File: src/rtl/ccdg_pkg.sv
`default_nettype none

package ccdg_pkg;

    // Line store geometry: eight row slots of 1024 pixels
    localparam int unsigned SLOT_W  = 3;
    localparam int unsigned COL_W   = 10;
    localparam int unsigned ADDR_W  = SLOT_W + COL_W;
    localparam int unsigned DEPTH   = 2 ** ADDR_W;
    localparam int unsigned MAX_RAD = 4;
    localparam int unsigned MAX_DIM = 1024;

    // Configuration register indexes
    localparam int unsigned CFG_IDX_W = 2;
    localparam logic [CFG_IDX_W-1:0] CFG_RADIUS       = 2'd0;
    localparam logic [CFG_IDX_W-1:0] CFG_FRAME_WIDTH  = 2'd1;
    localparam logic [CFG_IDX_W-1:0] CFG_FRAME_HEIGHT = 2'd2;
    localparam int unsigned CFG_DATA_W = 11;

    // Pixel word: blue in [7:0], green in [15:8], red in [23:16]
    typedef logic [23:0] pixel_t;

    typedef struct packed {
        logic [7:0] blue;
        logic [7:0] green;
        logic [7:0] red;
    } in_item_t;

    typedef struct packed {
        logic [7:0] grad_blue;
        logic [7:0] grad_green;
        logic [7:0] grad_red;
        logic       frame_last;
    } out_item_t;

    typedef struct packed {
        logic accept;    // input transfer; issue top and left reads
        logic rd_right;  // read right neighbour, write current pixel
        logic diff;      // form horizontal difference and saturated sum
        logic load_out;  // divide and load output register
    } ctrl_cmd_t;

    typedef struct packed {
        logic emit;      // latched pixel is interior and gives a result
    } ctrl_sts_t;

    // Per channel clamped difference, larger channel sum minus smaller;
    // a wins ties.
    function automatic pixel_t sum_ordered_diff(input pixel_t a, input pixel_t b);
        logic [9:0] sa;
        logic [9:0] sb;
        pixel_t     hi;
        pixel_t     lo;
        pixel_t     res;
        logic [7:0] h;
        logic [7:0] l;
        sa = 10'(a[7:0]) + 10'(a[15:8]) + 10'(a[23:16]);
        sb = 10'(b[7:0]) + 10'(b[15:8]) + 10'(b[23:16]);
        if (sb > sa)
        begin
            hi = b;
            lo = a;
        end
        else
        begin
            hi = a;
            lo = b;
        end
        res = '0;
        for (int k = 0; k < 3; k++)
        begin
            h = hi[8*k +: 8];
            l = lo[8*k +: 8];
            res[8*k +: 8] = (h > l) ? 8'(h - l) : 8'd0;
        end
        return res;
    endfunction

    // s / r for r in 1..4, round to nearest, ties to even
    function automatic logic [7:0] div_round_even(input logic [7:0] s, input logic [2:0] r);
        logic [16:0] prod;
        logic [7:0]  q;
        logic [7:0]  rem;
        logic        up;
        prod = '0;
        rem  = '0;
        q    = s;
        up   = 1'b0;
        case (r)
            3'd2:
            begin
                q  = {1'b0, s[7:1]};
                up = s[0] & s[1];
            end
            3'd3:
            begin
                // 171/512 reciprocal is exact for 8-bit dividends
                prod = 17'(s) * 17'd171;
                q    = prod[16:9];
                rem  = 8'(s - 8'(q * 8'd3));
                up   = (rem[1:0] == 2'd2);
            end
            3'd4:
            begin
                q  = {2'b00, s[7:2]};
                up = s[1] & (s[0] | s[2]);
            end
            default:
            begin
                q  = s;
                up = 1'b0;
            end
        endcase
        return 8'(q + 8'(up));
    endfunction

endpackage

`default_nettype wire

File: src/rtl/ccdg_ctrl.sv
`default_nettype none

module ccdg_ctrl (
    input  wire logic                clk,
    input  wire logic                rst_n,
    input  wire logic                in_valid,
    output logic                     in_stall,
    output logic                     out_valid,
    input  wire logic                out_stall,
    output ccdg_pkg::ctrl_cmd_t      cmd,
    input  wire ccdg_pkg::ctrl_sts_t sts
);

    typedef enum logic [1:0] {
        S_IDLE,
        S_RIGHT,
        S_DIFF,
        S_DIV
    } state_t;

    state_t state_reg;
    state_t state_next;
    logic   out_valid_reg;
    logic   out_valid_next;
    logic   out_free;

    assign out_free = !out_valid_reg || !out_stall;

    always_comb
    begin
        cmd.accept   = (state_reg == S_IDLE) && in_valid;
        cmd.rd_right = (state_reg == S_RIGHT);
        cmd.diff     = (state_reg == S_DIFF);
        cmd.load_out = (state_reg == S_DIV) && out_free;

        state_next = state_reg;
        case (state_reg)
            S_IDLE:  state_next = in_valid ? S_RIGHT : S_IDLE;
            S_RIGHT: state_next = sts.emit ? S_DIFF : S_IDLE;
            S_DIFF:  state_next = S_DIV;
            S_DIV:   state_next = out_free ? S_IDLE : S_DIV;
            default: state_next = S_IDLE;
        endcase

        if (cmd.load_out)
            out_valid_next = 1'b1;
        else if (!out_stall)
            out_valid_next = 1'b0;
        else
            out_valid_next = out_valid_reg;
    end

    always_ff @(posedge clk or negedge rst_n)
    begin
        if (!rst_n)
        begin
            state_reg     <= S_IDLE;
            out_valid_reg <= 1'b0;
        end
        else
        begin
            state_reg     <= state_next;
            out_valid_reg <= out_valid_next;
        end
    end

    assign in_stall  = (state_reg != S_IDLE);
    assign out_valid = out_valid_reg;

endmodule

`default_nettype wire

File: config.mk
export PLATFORM = sky130hd
export DESIGN_NAME = ccdg_ctrl
export DESIGN_NICKNAME = d
export VERILOG_FILES = /design/src/rtl/ccdg_pkg.sv /design/src/rtl/ccdg_ctrl.sv
export SDC_FILE = /design/constraint.sdc
export NUM_CORES = 1
export LEC_CHECK = 0
export ABC_AREA = 1
export BUFFER_PORTS_ARGS = -buffer_cell sky130_fd_sc_hd__buf_4
export CAP_MARGIN = 20
export CORE_AREA = 4 4 41 43
export DETAILED_ROUTE_END_ITERATION = 10
export DIE_AREA = 0 0 45 47
export PLACE_DENSITY = 0.3
export SLEW_MARGIN = 5
export SYNTH_ARGS = -nofsm -noshare
export SYNTH_HDL_FRONTEND = slang
export SYNTH_SLANG_ARGS = --single-unit
File: constraint.sdc
create_clock -name clk -period 1.4 [get_ports clk]
set_clock_uncertainty 0.2 [all_clocks]
set_input_delay 0.28 -clock clk [delete_from_list [all_inputs] [get_ports clk]]
set_output_delay 0.28 -clock clk [all_outputs]
set_load 0.02 [all_outputs]
==> results.py <==
metrics = {
    "floorplanning": {
        "rows": 13,
        "coreArea_um2": 1300,
        "dieArea_um2": 2120,
        "dieWidth_um": 45,
        "die_y_um": 47,
        "start_util_pct": 12.1,
        "ios": 11,
    },
    "critical_path": {
        "max_stage_delay_ps": 400,
        "cp_num_buf_inv": 3,
        "critPathRequiredTime_ps": 920,
        "path_max_fanout": 4,
        "crit_path_frequent_cell": "inv_2",
        "crit_path_top_delay_cell": "dfrtp_1",
        "crit_path_start_kind": "flip-flop",
        "worstPathCellList": "inv_2, nand3_2, inv_2, buf_6",
        "critPathTopFamily": "flip-flops",
        "end_kind": "primary output",
        "critical_path_class": "reg2out",
        "critPathArrivalTime_ps": 1000,
    },
    "cells_and_area": {
        "seqCellArea_um2": 75.1,
        "layout-area-overhead-vs-synth_pct": 121,
        "multi_input_area_um2": 68.8,
        "antennaDiodeCount": 0,
        "design_area_um2": 349,
        "drive_gt1_share_pct": 70.0,
        "nets": 46,
        "largest_register_ffs": 2,
        "fill_cells": 147,
        "final-instance-count-excl-fill": 55,
    },
    "logic_synthesis": {
        "ys_ff_latch": 3,
        "synth_area_per_cell_um2": 8.30,
        "synth_area_leaders": "dfrtp_1, nand2_1, nor2_4",
        "yosysTopAreaCellShare_pct": 47.6,
        "ys_seq_area_share_pct": 47.6,
        "synth_cell_type_count": 9,
        "syn-cell-area_um2": 158,
        "syn_inst": 19,
        "ys_warn_count": 0,
        "syn_nets": 24,
        "yosys.area.top_type": "dfrtp_1",
    },
    "outcome": {
        "violations": "setup timing",
        "status": "complete, but fails checks",
    },
    "drt": {
        "post_drt_via_cell_ratio": 3.33,
        "drt-initial-drc-count": 4,
        "ant_nets": 0,
        "drt_pass1_iterations": 2,
        "drc": 0,
        "routed_wl_um": 416,
        "wl_per_cell_um": 7.56,
        "num_vias": 183,
    },
    "cts": {
        "clock_sinks": 3,
        "clk_pin_slew_ps": 40,
        "clkLatencyLatePin_ps": 230,
        "cts_buffer_depth": 2,
        "root_buffer": "clkbuf_4",
        "cts_tree": "yes",
        "cts_buffers": 3,
        "cts_htree_levels": 1,
    },
    "timing": {
        "rsz0062_at_grt": "true",
        "slew_headroom_pct": 88.5,
        "drv_slew": 0,
        "worstMarginPinSlew_ps": 172,
        "max_freq_mhz": 674,
        "min_period_ps": 1480,
        "setup_viol": 5,
        "finalHoldViolCount": 0,
        "worst_slack_ps": -84.5,
        "period_share_pct": 106,
    },
    "global_route": {
        "grt_pass1_wl_um": 703,
        "grt_max_degree": 6,
        "antenna_found_initial": 0,
        "grtUsageTotal_pct": 5.23,
        "grt-ovfl-total": 0,
        "first_global_vias": 196,
    },
    "placed_design": {
        "dp_cells": 43,
        "postPlaceCellArea_um2": 244,
        "dp_hpwl_um": 322,
        "io_buffers": 10,
        "gp_congestion": 0.671,
    },
    "pwr": {
        "powerDensity_nw_per_um2": 2500,
        "ir_drop_v": 0.000652,
        "p_leak_nw": 0.190,
    },
    "flow_run": {
        "drv_cap": 0,
    },
    "min_path": {
        "holdCritPathClass": "in2reg",
    },
}
[cell type report]
| type | count | area share [%] |
|---|---|---|
| Clock buffer | 4 | 7.53 |
| Multi-Input combinational cell | 12 | 19.7 |
| Tap cell | 15 | 5.38 |
| Timing Repair Buffer | 18 | 42.7 |
| Inverter | 3 | 3.23 |
| Sequential cell | 3 | 21.5 |
[per-stage QoR]
step | worst slack (ps) | utilization [%] | hold slack [ps] | total power [mW] | TNS [ps]
global placement | 124 | 18.8 | -128 | 0.566 | 0
detailed placement | 126 | 18.8 | -129 | 0.563 | 0
CTS | -97.6 | 25.1 | 48.1 | 0.842 | -303
global route | -173 | 26.8 | 49.2 | 0.949 | -613
floorplan | 98.9 | - | -216 | 0.416 | 0
finish | -84.5 | 26.8 | 54.6 | 0.874 | -242
[layout by cell type, fill, tap and decap left out]
master         instances
buf_4                 14
buf_6                  3
clkbuf_1               1
clkbuf_4               3
dfrtp_1                3
dlygate4sd3_1          1
inv_2                  3
nand2_1                5
nand2_2                2
nand3_2                1
nor2_1                 2
nor2_4                 1
o21ai_2                1
[report_power, final]
part	total, mW	internal [mW]	switching (mW)
registers	0.171	0.130	0.0414
clock network	0.150	0.107	0.0434
logic	0.553	0.287	0.266
[path summary, 6_finish.rpt]
check / cells past startpoint / end / startpoint / slack [ps]
min reg2reg: 2 / state_reg[1]$_DFF_PN0_ / state_reg[1]$_DFF_PN0_ / 390
max in group asynchronous: 2 / state_reg[1]$_DFF_PN0_ / rst_n / 730
max reg2reg: 4 / out_valid$_DFFE_PN0P_ / state_reg[1]$_DFF_PN0_ / 270
max: 4 / cmd[3] / state_reg[0]$_DFF_PN0_ / -80
min in group asynchronous: 2 / out_valid$_DFFE_PN0P_ / rst_n / 170
min: 3 / state_reg[1]$_DFF_PN0_ / sts / 50
[Yosys cell counts]
library cell  count
buf_4             1
nand3_2           1
dfrtp_1           3
nor2_1            2
inv_1             1
o21ai_2           1
nand2_1           7
inv_2             2
nor2_4            1
[worst reg2reg max path, stage by stage (launching register included)]
cell and delay [ps]:
dfrtp_1 410, inv_2 80, buf_4 130, buf_4 120
o21ai_2 110
[metal layers]
| metal | track usage (%) | vias up | share of wire, % | routed length (µm) |
|---|---|---|---|---|
| met4 | 7.02 | 0 | 0 | 0 |
| met2 | 7.06 | 4 | 54 | 223 |
| met5 | 0 | - | 0 | 0 |
| met3 | 3.83 | 0 | 7.2 | 30 |
| li1 | - | 97 | - | - |
| met1 | 4.35 | 82 | 39 | 161 |
[kinds of logic after synthesis]
logic type / Yosys count / synth area share (%)
buf+inv: 4 / 11.9
simple gates: 11 / 34.9
flops: 3 / 47.6
compound gates: 1 / 5.56
[timing repair]
action	4_1_cts	5_1_grt
gates resized for setup	6	0
setup buffers	4	3
endpoints found under the hold margin	3	0
endpoints found under the setup margin	5	5
pin swaps	2	4
hold buffers	1	0
(Power assumes the default switching activity.)
